==> src/design/integer_to_radix_ascii_unit_assert.svh <==
// ----------------------------------------------------------------------------
// Integer to radix ASCII assertion macros
// Shared concurrent assertion forms, clocked on clk and disabled in reset.
// ----------------------------------------------------------------------------
`ifndef INTEGER_TO_RADIX_ASCII_UNIT_ASSERT_SVH
`define INTEGER_TO_RADIX_ASCII_UNIT_ASSERT_SVH

// same-cycle implication
`define ITA_ASSERT_IMP(label, ante, cons) \
  label: assert property (@(posedge clk) disable iff (rst) (ante) |-> (cons)) \
    else $error("integer_to_radix_ascii_unit: assertion failed");

// next-cycle implication
`define ITA_ASSERT_NEXT(label, ante, cons) \
  label: assert property (@(posedge clk) disable iff (rst) (ante) |=> (cons)) \
    else $error("integer_to_radix_ascii_unit: assertion failed");

`endif

==> src/design/ita_pkg.sv <==
// ----------------------------------------------------------------------------
// Integer to radix ASCII package
// Widths, character codes, control and status bundles, digit encoding.
// ----------------------------------------------------------------------------
package ita_pkg;

  localparam int VALUE_BITS  = 32;
  localparam int RADIX_BITS  = 6;
  localparam int CHAR_BITS   = 8;
  localparam int CHUNK_BITS  = 8;
  localparam int CHUNKS      = VALUE_BITS / CHUNK_BITS;
  localparam int CHUNK_IDX   = (CHUNKS > 1) ? $clog2(CHUNKS) : 1;
  localparam int STACK_DEPTH = VALUE_BITS;
  localparam int STACK_IDX   = $clog2(STACK_DEPTH);
  localparam int COUNT_BITS  = $clog2(STACK_DEPTH + 1);
  localparam int STEP_BITS   = 4;

  localparam logic [RADIX_BITS-1:0] RADIX_MIN   = RADIX_BITS'(2);
  localparam logic [RADIX_BITS-1:0] RADIX_MAX   = RADIX_BITS'(36);
  localparam logic [RADIX_BITS-1:0] RADIX_RESET = RADIX_BITS'(10);
  localparam logic [RADIX_BITS-1:0] DIGIT_MAX_DEC = RADIX_BITS'(9);

  localparam logic [CHAR_BITS-1:0] CHAR_MINUS = 8'h2D;
  localparam logic [CHAR_BITS-1:0] CHAR_ZERO  = 8'h30;
  localparam logic [CHAR_BITS-1:0] CHAR_NINE  = 8'h39;
  localparam logic [CHAR_BITS-1:0] CHAR_A     = 8'h61;
  localparam logic [CHAR_BITS-1:0] CHAR_Z     = 8'h7A;

  typedef struct packed {
    logic ready;
    logic emit_minus;
    logic clr_rem;
    logic div_iter;
    logic push;
    logic pop;
    logic emit_digit;
  } ctrl_t;

  typedef struct packed {
    logic in_valid;
    logic negative;
    logic div_more;
    logic quot_nz;
    logic cnt_nz;
    logic out_free;
  } status_t;

  function automatic logic [CHAR_BITS-1:0] digit_char(input logic [RADIX_BITS-1:0] d);
    logic [CHAR_BITS-1:0] dw;
    dw = CHAR_BITS'(d);
    if (d > DIGIT_MAX_DEC) begin
      return dw + (CHAR_A - CHAR_BITS'(10));
    end
    return dw + CHAR_ZERO;
  endfunction

endpackage

==> src/design/ita_div.sv <==
// ----------------------------------------------------------------------------
// Integer to radix ASCII divider
// Restoring division of the magnitude by the radix, one chunk of bits a step.
// ----------------------------------------------------------------------------
module ita_div
  import ita_pkg::*;
(
  input  logic                  clk,
  input  logic                  rst,
  input  logic                  load,
  input  logic [VALUE_BITS-1:0] load_value,
  input  logic                  clr_rem,
  input  logic                  iter,
  input  logic [RADIX_BITS-1:0] radix,
  output logic                  more,
  output logic                  quot_nz,
  output logic [RADIX_BITS-1:0] rem
);

  logic [VALUE_BITS-1:0] mag;
  logic [VALUE_BITS-1:0] mag_next;
  logic [RADIX_BITS-1:0] rem_next;
  logic [CHUNK_IDX-1:0]  chunk;

  always_comb begin
    logic [RADIX_BITS:0] t;
    mag_next = mag;
    rem_next = rem;
    for (int i = 0; i < CHUNK_BITS; i++) begin
      t = {rem_next, mag_next[VALUE_BITS-1]};
      mag_next = {mag_next[VALUE_BITS-2:0], 1'b0};
      if (t >= {1'b0, radix}) begin
        t = t - {1'b0, radix};
        mag_next[0] = 1'b1;
      end
      rem_next = t[RADIX_BITS-1:0];
    end
  end

  always_ff @(posedge clk) begin
    if (rst) begin
      chunk <= '0;
    end else if (clr_rem) begin
      chunk <= '0;
    end else if (iter) begin
      chunk <= (chunk == CHUNK_IDX'(CHUNKS - 1)) ? '0 : chunk + 1'b1;
    end
  end

  always_ff @(posedge clk) begin
    if (load) begin
      mag <= load_value;
    end else if (iter) begin
      mag <= mag_next;
    end
    if (clr_rem) begin
      rem <= '0;
    end else if (iter) begin
      rem <= rem_next;
    end
  end

  assign more    = (chunk != CHUNK_IDX'(CHUNKS - 1));
  assign quot_nz = (mag != '0);

endmodule

==> src/design/ita_seq.sv <==
// ----------------------------------------------------------------------------
// Integer to radix ASCII sequencer
// Step counter over a control store with conditional jumps.
// ----------------------------------------------------------------------------
module ita_seq
  import ita_pkg::*;
(
  input  logic    clk,
  input  logic    rst,
  input  status_t status,
  output ctrl_t   ctrl
);

  typedef enum logic [2:0] {
    COND_NEVER     = 3'd0,
    COND_ALWAYS    = 3'd1,
    COND_NO_REQ    = 3'd2,
    COND_POSITIVE  = 3'd3,
    COND_DIV_MORE  = 3'd4,
    COND_QUOT_NZ   = 3'd5,
    COND_CNT_NZ    = 3'd6
  } cond_t;

  typedef struct packed {
    ctrl_t                act;
    cond_t                cond;
    logic [STEP_BITS-1:0] target;
  } uword_t;

  localparam logic [STEP_BITS-1:0] STEP_IDLE  = 4'd0;
  localparam logic [STEP_BITS-1:0] STEP_SIGN  = 4'd1;
  localparam logic [STEP_BITS-1:0] STEP_MINUS = 4'd2;
  localparam logic [STEP_BITS-1:0] STEP_CLEAR = 4'd3;
  localparam logic [STEP_BITS-1:0] STEP_DIV   = 4'd4;
  localparam logic [STEP_BITS-1:0] STEP_PUSH  = 4'd5;
  localparam logic [STEP_BITS-1:0] STEP_POP   = 4'd6;
  localparam logic [STEP_BITS-1:0] STEP_EMIT  = 4'd7;
  localparam logic [STEP_BITS-1:0] STEP_DONE  = 4'd8;

  localparam ctrl_t NOP = '0;

  function automatic uword_t rom(input logic [STEP_BITS-1:0] step);
    uword_t w;
    w = '{act: NOP, cond: COND_ALWAYS, target: STEP_IDLE};
    unique case (step)
      STEP_IDLE: begin
        w.act.ready = 1'b1;
        w.cond = COND_NO_REQ;
        w.target = STEP_IDLE;
      end
      STEP_SIGN: begin
        w.cond = COND_POSITIVE;
        w.target = STEP_CLEAR;
      end
      STEP_MINUS: begin
        w.act.emit_minus = 1'b1;
        w.cond = COND_NEVER;
      end
      STEP_CLEAR: begin
        w.act.clr_rem = 1'b1;
        w.cond = COND_NEVER;
      end
      STEP_DIV: begin
        w.act.div_iter = 1'b1;
        w.cond = COND_DIV_MORE;
        w.target = STEP_DIV;
      end
      STEP_PUSH: begin
        w.act.push = 1'b1;
        w.cond = COND_QUOT_NZ;
        w.target = STEP_CLEAR;
      end
      STEP_POP: begin
        w.act.pop = 1'b1;
        w.cond = COND_NEVER;
      end
      STEP_EMIT: begin
        w.act.emit_digit = 1'b1;
        w.cond = COND_CNT_NZ;
        w.target = STEP_POP;
      end
      STEP_DONE: begin
        w.cond = COND_ALWAYS;
        w.target = STEP_IDLE;
      end
      default: begin
        w.cond = COND_ALWAYS;
        w.target = STEP_IDLE;
      end
    endcase
    return w;
  endfunction

  logic [STEP_BITS-1:0] step;
  logic [STEP_BITS-1:0] step_next;
  uword_t               word;
  logic                 take;
  logic                 stall;

  assign word = rom(step);

  always_comb begin
    unique case (word.cond)
      COND_NEVER:    take = 1'b0;
      COND_ALWAYS:   take = 1'b1;
      COND_NO_REQ:   take = !status.in_valid;
      COND_POSITIVE: take = !status.negative;
      COND_DIV_MORE: take = status.div_more;
      COND_QUOT_NZ:  take = status.quot_nz;
      COND_CNT_NZ:   take = status.cnt_nz;
      default:       take = 1'b0;
    endcase
  end

  assign stall = (word.act.emit_minus || word.act.emit_digit) && !status.out_free;

  always_comb begin
    priority if (stall) begin
      step_next = step;
    end else if (take) begin
      step_next = word.target;
    end else begin
      step_next = step + 1'b1;
    end
  end

  always_ff @(posedge clk) begin
    if (rst) begin
      step <= STEP_IDLE;
    end else begin
      step <= step_next;
    end
  end

  assign ctrl = word.act;

endmodule

==> src/design/integer_to_radix_ascii_unit.sv <==
// ----------------------------------------------------------------------------
// Integer to radix ASCII unit
// Converts a signed integer to its text in a configurable radix, one
// character per output request, most significant digit first.
//
//   channel  | handshake            | payload
//   ---------+----------------------+----------------------
//   in       | in_valid / in_ready  | value[31:0] signed
//   out      | out_valid / out_ready| character[7:0], last
//   cfg      | cfg_we               | cfg_data[5:0] (radix)
//
// Each digit takes 6 steps of the divider (4 chunks of 8 bits plus clear
// and push) and 2 steps to pop the digit stack and emit; a negative value
// first takes a step to emit the minus sign.
// The sequencer returns to idle after the last character is registered.
// Output stalls hold the sequencer at its minus or emit step; no reset sweep.
// ----------------------------------------------------------------------------
module integer_to_radix_ascii_unit
  import ita_pkg::*;
(
  input  logic                         clk,
  input  logic                         rst,
  input  logic                         in_valid,
  output logic                         in_ready,
  input  logic signed [VALUE_BITS-1:0] value,
  output logic                         out_valid,
  input  logic                         out_ready,
  output logic [CHAR_BITS-1:0]         character,
  output logic                         last,
  input  logic                         cfg_we,
  input  logic [RADIX_BITS-1:0]        cfg_data
);

  `include "integer_to_radix_ascii_unit_assert.svh"

  ctrl_t                  ctrl;
  status_t                status;
  logic [RADIX_BITS-1:0]  radix;
  logic                   negative;
  logic [COUNT_BITS-1:0]  cnt;
  logic [COUNT_BITS-1:0]  cnt_dec;
  logic [RADIX_BITS-1:0]  stack [STACK_DEPTH];
  logic [RADIX_BITS-1:0]  rd_data;
  logic [VALUE_BITS-1:0]  value_u;
  logic [VALUE_BITS-1:0]  mag_in;
  logic                   accept;
  logic                   out_free;
  logic                   emit;
  logic                   div_more;
  logic                   quot_nz;
  logic [RADIX_BITS-1:0]  rem;
  logic                   char_ok;

  assign in_ready = ctrl.ready;
  assign accept   = in_valid && ctrl.ready;
  assign out_free = !out_valid || out_ready;
  assign emit     = (ctrl.emit_minus || ctrl.emit_digit) && out_free;
  assign cnt_dec  = cnt - 1'b1;
  assign value_u  = $unsigned(value);
  assign mag_in   = value_u[VALUE_BITS-1] ? (~value_u + 1'b1) : value_u;

  assign char_ok = (character == CHAR_MINUS) ||
                   ((character >= CHAR_ZERO) && (character <= CHAR_NINE)) ||
                   ((character >= CHAR_A) && (character <= CHAR_Z));

  assign status = '{
    in_valid: in_valid,
    negative: negative,
    div_more: div_more,
    quot_nz:  quot_nz,
    cnt_nz:   (cnt != '0),
    out_free: out_free
  };

  ita_seq u_seq (
    .clk    (clk),
    .rst    (rst),
    .status (status),
    .ctrl   (ctrl)
  );

  ita_div u_div (
    .clk        (clk),
    .rst        (rst),
    .load       (accept),
    .load_value (mag_in),
    .clr_rem    (ctrl.clr_rem),
    .iter       (ctrl.div_iter),
    .radix      (radix),
    .more       (div_more),
    .quot_nz    (quot_nz),
    .rem        (rem)
  );

  always_ff @(posedge clk) begin
    if (rst) begin
      radix <= RADIX_RESET;
    end else if (cfg_we) begin
      priority if (cfg_data < RADIX_MIN) begin
        radix <= RADIX_MIN;
      end else if (cfg_data > RADIX_MAX) begin
        radix <= RADIX_MAX;
      end else begin
        radix <= cfg_data;
      end
    end
  end

  always_ff @(posedge clk) begin
    if (rst) begin
      cnt <= '0;
    end else if (accept) begin
      cnt <= '0;
    end else if (ctrl.push) begin
      cnt <= cnt + 1'b1;
    end else if (ctrl.pop) begin
      cnt <= cnt_dec;
    end
  end

  always_ff @(posedge clk) begin
    if (accept) begin
      negative <= value_u[VALUE_BITS-1];
    end
  end

  always_ff @(posedge clk) begin
    if (ctrl.push) begin
      stack[cnt[STACK_IDX-1:0]] <= rem;
    end
    if (ctrl.pop) begin
      rd_data <= stack[cnt_dec[STACK_IDX-1:0]];
    end
  end

  always_ff @(posedge clk) begin
    if (rst) begin
      out_valid <= 1'b0;
    end else if (emit) begin
      out_valid <= 1'b1;
    end else if (out_ready) begin
      out_valid <= 1'b0;
    end
  end

  always_ff @(posedge clk) begin
    if (emit) begin
      if (ctrl.emit_minus) begin
        character <= CHAR_MINUS;
        last      <= 1'b0;
      end else begin
        character <= digit_char(rd_data);
        last      <= (cnt == '0);
      end
    end
  end

  `ITA_ASSERT_IMP(a_idle_stack_empty, in_ready, cnt == '0)
  `ITA_ASSERT_IMP(a_stack_bound, 1'b1, cnt <= COUNT_BITS'(STACK_DEPTH))
  `ITA_ASSERT_IMP(a_char_set, out_valid, char_ok)
  `ITA_ASSERT_NEXT(a_push_grows, ctrl.push, cnt == $past(cnt) + 1'b1)

endmodule

==> config.mk <==
export PLATFORM = sky130hd
export DESIGN_NAME = integer_to_radix_ascii_unit
export DESIGN_NICKNAME = d
export VERILOG_FILES = /design/src/design/ita_pkg.sv /design/src/design/ita_div.sv /design/src/design/ita_seq.sv /design/src/design/integer_to_radix_ascii_unit.sv
export VERILOG_INCLUDE_DIRS = /design/src /design/src/design
export SDC_FILE = /design/constraint.sdc
export NUM_CORES = 1
export LEC_CHECK = 0
export ABC_AREA = 1
export CORE_AREA = 5 5 201 144
export DETAILED_ROUTE_END_ITERATION = 10
export DIE_AREA = 0 0 206 149
export DONT_BUFFER_PORTS = 1
export MAX_ROUTING_LAYER = met4
export PLACE_DENSITY_LB_ADDON = 0.1
export SLEW_MARGIN = 20
export SYNTH_ARGS = -nofsm -noshare
export SYNTH_HDL_FRONTEND = slang
export SYNTH_SLANG_ARGS = --single-unit
==> constraint.sdc <==
create_clock -name clk -period 27.7 [get_ports clk]
set_input_delay 5.54 -clock clk [delete_from_list [all_inputs] [get_ports clk]]
set_output_delay 5.54 -clock clk [all_outputs]
set_load 0.05 [all_outputs]
# Yosys cells after proc, flatten, opt, wreduce, memory -nomap -nowiden
# Memory sizes are Yosys's and may differ from the RTL's. A register that Yosys moved wholly into a read port is not among the register bits.
# Cells that the tools add are included.
[classes] add_sub_neg=15 multipliers=0 div_mod_pow=0 n_lt_le_gt_ge=11 eq_ne=15 n_shift=0 muxes=44 n_bitwise=1 n_reduce_logical=20
[op_table] op="$mux 32" count=3
[op_table] op="$mux 6" count=12
[op_table] op="$ge 7x6->1" count=8
[op_table] op="$sub 6x6->6" count=8
[op_table] op="$add 32x1->32 const B" count=1
[op_table] op="$not 32->32" count=1
[op_table] op="$reduce_bool 32->1" count=1
[op_table] op="$mux 1" count=22
[op_table] op="$pmux 3 s6" count=1
[op_table] op="$eq 4x3->1 const B" count=4
[op_table] op="$mux 8" count=2
[op_table] op="$eq 3x3->1 const B" count=3
[op_table] op="$pmux 3 s3" count=1
[op_table] op="$add 6x7->8 const B" count=1
[op_table] op="$eq 4x2->1 const B" count=2
[op_table] op="$add 6x6->7 const B" count=1
[op_table] op="$add 6x1->6 const B" count=1
[op_table] op="$eq 3x2->1 const B" count=2
[op_table] op="$gt 6x4->1 const B" count=1
[op_table] op="$gt 6x6->1 const B" count=1
[op_table] op="$logic_not 6->1" count=1
[op_table] op="$lt 6x2->1 const B" count=1
[op_table] op="$pmux 1 s6" count=1
[op_table] op="$reduce_bool 2->1" count=3
[op_table] op="16 further kinds" count=24
[word_totals] reg_bits=67 latchBits=0 ramBits=192 romBits=0 out_inout_bits=11 elab_cells=117 mem_count=1
[mem_list] memory="stack" words=32 width=6 rd=1 rd_clocked_by_memory_dff=1 write_ports=1 line="integer_to_radix_ascii_unit.sv:42" source="logic [RADIX_BITS-1:0] stack [STACK_DEPTH];"

# Depth between registers and ports, before layout
[depth] depth_word=18 ltp_mapped=88 ltp_nobuf=87

# Modules after synthesis
# A second synthesis with hierarchy kept.
[hier_totals] cells_unflattened=1930 hier_area_um2=16059.2
[by_module_without_submodules] mod="integer_to_radix_ascii_unit" n_inst=1 cells_each=1226 area_each_um2=11034.3 seq_area_each_um2=6506.2
[by_module_without_submodules] mod="ita_div" n_inst=1 cells_each=625 area_each_um2=4528.1 seq_area_each_um2=1121.1
[by_module_without_submodules] mod="ita_seq" n_inst=1 cells_each=79 area_each_um2=496.7 seq_area_each_um2=80.1

# Worst setup path before layout
# No wires, ideal clock.
[synth_path] path_type="reg2reg" from="reg radix[1]" to="reg u_div.rem[0]" setup_time_ps=131 arrival_time_ps=12452 required_time_ps=27569 slack_ps=15117 stages_incl_launch_ff=82 synth_period_minus_slack_ps=12583 path_cell_list="dfxtp_1 -> inv_1 -> ha_1 -> nand3_1 -> nand3_1 -> nand2_1 -> nand2_2 -> buf_6 -> o21ai_0 -> inv_1 -> ha_1 -> nand3_1 -> nand3_1 -> a21oi_1 -> nand2_2 -> inv_2 -> nand2_4 -> o21ai_1 -> [... 46 more ...] -> nor2_1 -> o21a_1 -> inv_1 -> nor2_1 -> nand3_1 -> nand2_1 -> inv_1 -> ha_1 -> a21oi_1 -> nand2_1 -> a21oi_1 -> o21bai_1 -> a221oi_1 -> inv_1 -> nor2_2 -> nand3_1 -> nand3_1 -> a21oi_1"
[synth_via] elab_chain_len=16 word_cells_on_any_way=23
[synth_lines] item="start, declared" line="integer_to_radix_ascii_unit.sv:38" source="logic [RADIX_BITS-1:0] radix;"
[synth_lines] item="start signal, assigned" line="integer_to_radix_ascii_unit.sv:104" source="radix <= cfg_data;"
[synth_lines] item="$sub 6x6->6 / $ge 7x6->1 (equally long branches)" line="ita_div.sv:33, ita_div.sv:32"
[synth_lines] item="$mux 6" line="ita_div.sv:32" source="if (t >= {1'b0, radix}) begin"
[synth_lines] item="$sub 6x6->6 / $ge 7x6->1 (equally long branches)" line="ita_div.sv:33, ita_div.sv:32"
[synth_lines] item="$mux 6" line="ita_div.sv:32"
[synth_lines] item="$sub 6x6->6 / $ge 7x6->1 (equally long branches)" line="ita_div.sv:33, ita_div.sv:32"
[synth_lines] item="$mux 6" line="ita_div.sv:32"
[synth_lines] item="$sub 6x6->6 / $ge 7x6->1 (equally long branches)" line="ita_div.sv:33, ita_div.sv:32"
[synth_lines] item="$mux 6" line="ita_div.sv:32"
[synth_lines] item="$sub 6x6->6 / $ge 7x6->1 (equally long branches)" line="ita_div.sv:33, ita_div.sv:32"
[synth_lines] item="$mux 6" line="ita_div.sv:32"
[synth_lines] item="$ge 7x6->1 / $sub 6x6->6 (equally long branches)" line="ita_div.sv:32, ita_div.sv:33"
[synth_lines] item="$mux 6" line="ita_div.sv:32"
[synth_lines] item="$sub 6x6->6 / $ge 7x6->1 (equally long branches)" line="ita_div.sv:33, ita_div.sv:32"
[synth_lines] item="$mux 6" line="ita_div.sv:32"
[synth_lines] item="$ge 7x6->1 (*)" line="ita_div.sv:32"
[synth_lines] item="$mux 6 (*)" line="ita_div.sv:32"
[synth_lines] item="end signal, assigned" line="ita_div.sv:59" source="rem <= rem_next;"
[synth_lines] item="end, declared" line="ita_div.sv:17" source="output logic [RADIX_BITS-1:0] rem"
# Mark *: on every way between the ends. The rest lies on a longest branch, timed or not.
# A chain may end at the register's enable or synchronous reset.

# Final worst setup path
[layout_path] from="reg radix[1]" to="reg u_div.rem[2]"
[layout_via] elab_chain_len=16 word_cells_on_any_way=24
[layout_lines] item="$sub 6x6->6 / $ge 7x6->1 (equally long branches)" line="ita_div.sv:33, ita_div.sv:32"
[layout_lines] item="$mux 6" line="ita_div.sv:32"
[layout_lines] item="$sub 6x6->6 / $ge 7x6->1 (equally long branches)" line="ita_div.sv:33, ita_div.sv:32"
[layout_lines] item="$mux 6" line="ita_div.sv:32"
[layout_lines] item="$sub 6x6->6 / $ge 7x6->1 (equally long branches)" line="ita_div.sv:33, ita_div.sv:32"
[layout_lines] item="$mux 6" line="ita_div.sv:32"
[layout_lines] item="$sub 6x6->6 / $ge 7x6->1 (equally long branches)" line="ita_div.sv:33, ita_div.sv:32"
[layout_lines] item="$mux 6" line="ita_div.sv:32"
[layout_lines] item="$sub 6x6->6 / $ge 7x6->1 (equally long branches)" line="ita_div.sv:33, ita_div.sv:32"
[layout_lines] item="$mux 6" line="ita_div.sv:32"
[layout_lines] item="$ge 7x6->1 / $sub 6x6->6 (equally long branches)" line="ita_div.sv:32, ita_div.sv:33"
[layout_lines] item="$mux 6" line="ita_div.sv:32"
[layout_lines] item="$sub 6x6->6 / $ge 7x6->1 (equally long branches)" line="ita_div.sv:33, ita_div.sv:32"
[layout_lines] item="$mux 6" line="ita_div.sv:32"
[layout_lines] item="$sub 6x6->6 / $ge 7x6->1 (equally long branches)" line="ita_div.sv:33, ita_div.sv:32"
[layout_lines] item="$mux 6 (*)" line="ita_div.sv:32"
# Marked as above.

==> flow_summary_export.csv <==
group,metric,value,unit
run_status,status,"complete, no violations",
place,gp_congestion,0.964,
critical_path,critPathMaxStageDelay,0.74,ns
sta,hold_viol,0,
yosys,ys_seq_area_share,53.2,%
yosys,synth_top_area_share,49.7,%
cts,htreeDepth,1,
sta,tns,0,ns
yosys,synthMuxAreaShare,1.38,%
cells_and_area,ff_latch_area,7710,sq um
yosys,synth_simple_gate_area_share,17.2,%
yosys,synth_top_family_by_area,"simple AND/OR/NAND/NOR gates",
floorplanning,pin_count,54,
route,firstDrtPassIters,7,
cts,cts_sinks,265,
yosys,synth.most_common_cell,"edfxtp_1",
critical_path,crit-reg2reg-launch,"radix[1]",
route,drt_iter0_drc,1051,
sta,rsz0062_at_grt,"false",
yosys,synth_edf_count,240,
yosys,synth_area,14500,sq um
place,placed_cells,1803,
grt,grt_antenna_before_repair,1,
yosys,synthArstFlopShare,0,%
cts,clkTransAtPathRegs,0.06,ns
grt,globalRouteOverflowTotal,0,
cts,cts_resized,0,
hold_path,worstHoldPathCells,2,
yosys,syn_inst,1479,
sta,max_freq,67.8,MHz
cts,insertion_delay,0.54,ns
critical_path,path_common_cell,"a21oi_1",
cts,clock_tree.root_cell,"clkbuf_16",
cts,cts_tree,"done",
route,wirelength,35.6,mm
sta,fin_crit,14.74,ns
critical_path,crit_arrival,15.15,ns
place,hpwl,24.6,mm
cells_and_area,multiInputGateArea,6030,sq um
route,drcViolationCount,0,
critical_path,cp-start-kind,"flop",
critical_path,ff2ff_setup_slack,12.96,ns
floorplanning,rows,50,
grt,track_usage,24.1,%
route,post_drt_wl_per_cell,19.2,microns
floorplanning,die_w,206,microns
critical_path,timing.rr.end,"u_div.rem[2]",
sta,slew_headroom,30.5,%
yosys,ys_seq_elements,265,
hold_path,min_from,"radix[2]",
critical_path,cp_slowest_cell,"dfxtp_1",
yosys,yosysTopAreaCell,"edfxtp_1",
floorplanning,die_area,30700,sq um
yosys,ys_top_cells_by_count,"240 x edfxtp_1, 216 x nor2_1, 208 x nand2_1",
sta,slew_viol_final,0,
yosys,synth_area_per_cell,9.80,sq um
cts,postCtsHoldBufs,0,
critical_path,critical_path_depth,81,
grt,grt_max_degree,98,
yosys,synth_cell_types,53,
critical_path,worstPathRequired,28.10,ns
place,io_buffers,0,
yosys,synth_fa_ha_area_share,6.63,%
route,viasPerCell,5.77,
hold_path,hold_class,"flop to flop",
job,drv_cap,0,
critical_path,cpLargestDelayFamily,"compound AO/OA/AOI/OAI gates",
yosys,synth-xor-area-share,3.74,%
grt,grt_pass1_wl,56.5,mm
critical_path,cp_max_fo,12,
cts,cts_buffer_depth,3,
route,vias,10700,
sta,finClkSkew,0.0183,ns
yosys,syn_nets,1594,
cells_and_area,fillers,2309,
sta,worstMarginPinSlew,1.04,ns
floorplanning,start_util,54.5,%
cts,postCtsSetupRepairBufs,0,
critical_path,cp_num_buf_inv,13,
yosys,synthFlopType,"edfxtp_1",
yosys,ys_warn_count,0,
critical_path,crit_type,"flop to flop",
cells_and_area,fin_nets,1582,
route,ant_nets,0,
cells_and_area,antenna_cells,0,
cells_and_area,area_delta_synth_final,8.12,%
critical_path,rr_worst_depth,81,
sta,finalSetupViolations,0,
critical_path,crit_path_end_kind,"flop",
cells_and_area,final_cell_count_no_fill,1850,
yosys,synth-compound-area-share,12.5,%
grt,first_global_vias,9996,
yosys,synth.area.top_cells,"edfxtp_1 50%, nor2_1 5.6%, ha_1 5.5%",
sta,fin_crit_sh,53.2,%
hold_path,min_to,"radix[2]",
floorplanning,die_y,149,microns
floorplanning,design.core.area,26600,sq um
cells_and_area,drive_gt1_share,6.39,%
cts,cts_buffers,26,
## placed cells by master (no fill, tap or decap), types with 8 or more instances in the layout
cell,n
inv_1,142
nor4_1,11
ha_1,63
o221ai_1,22
nand4_1,11
nor2_1,216
nand2_1,207
buf_4,12
fa_1,8
o211ai_1,20
clkinv_1,9
o21ai_1,9
clkbuf_16,27
xnor2_1,22
o32ai_1,29
a21oi_1,52
o21ai_0,118
nand3_1,60
a31oi_1,12
xor2_1,40
nor3_1,18
mux2i_1,20
edfxtp_1,240
dfxtp_1,24
## area by class of cell
| cell class | count | area share (%) |
|---|---|---|
| clock buffer | 30 | 4.38 |
| clock inverter | 17 | 0.862 |
| inverter | 151 | 3.62 |
| multi-input combinational | 1011 | 38.5 |
| sequential | 265 | 49.2 |
| tap | 364 | 2.91 |
| timing repair buffer | 12 | 0.575 |
## registers in the layout, indices dropped and copies added, names as in the netlist
signal,flops
stack,192
u_div.mag,32
character,8
cnt,6
radix,6
rd_data,6
u_div.rem,6
u_seq.step,4
u_div.chunk,2
last,1
negative,1
out_valid,1
## worst reg2reg max path: cells and delay by family, from the launching register on
| family | cells | cell delay [ns] |
|---|---|---|
| AO/OA/AOI/OAI | 30 | 5.97 |
| adder cells (fa/ha/maj) | 8 | 2.68 |
| buffers and inverters | 13 | 1.55 |
| flip-flops | 1 | 0.74 |
| AND/OR/NAND/NOR | 30 | 3.70 |
## worst max path at each step
stage	startpoint	to	slack (ns)
global placement	radix[1]	u_div.rem[1]	13.76
CTS	radix[1]	u_div.rem[2]	13.20
detailed placement	radix[1]	u_div.rem[1]	13.26
finish	radix[1]	u_div.rem[2]	12.96
floorplan	radix[1]	u_div.rem[0]	15.12
global route	radix[1]	u_div.rem[2]	11.43
## stage by stage
stage,utilization [%],setup slack [ns],area [sq um],hold WS (ns)
after floorplan,-,15.12,14500,0.438
after global placement,55.9,13.76,14900,0.446
after detailed placement,55.9,13.26,14900,0.455
after CTS,59.0,13.20,15700,0.465
after global routing,59.0,11.43,15700,0.504
final,59.0,12.96,15700,0.465
## logic make-up after synthesis
kind of cell             after synthesis
adder cells (fa/ha/maj)               72
multiplexers                          20
flip-flops                           265
AND/OR/NAND/NOR                      564
AO/OA/AOI/OAI                        293
buffers and inverters                203
XOR/XNOR                              62
## layer usage
layer / GRT usage [%] / part of all wire [%]
met5: - / 0
met4: 3.76 / 1.3
met3: 3.80 / 7.2
met2: 31.5 / 40
met1: 39.6 / 52
Power is left out: the tool's default activity adds up to more than one toggle a clock period on the data nets, which glitch-free logic cannot reach.
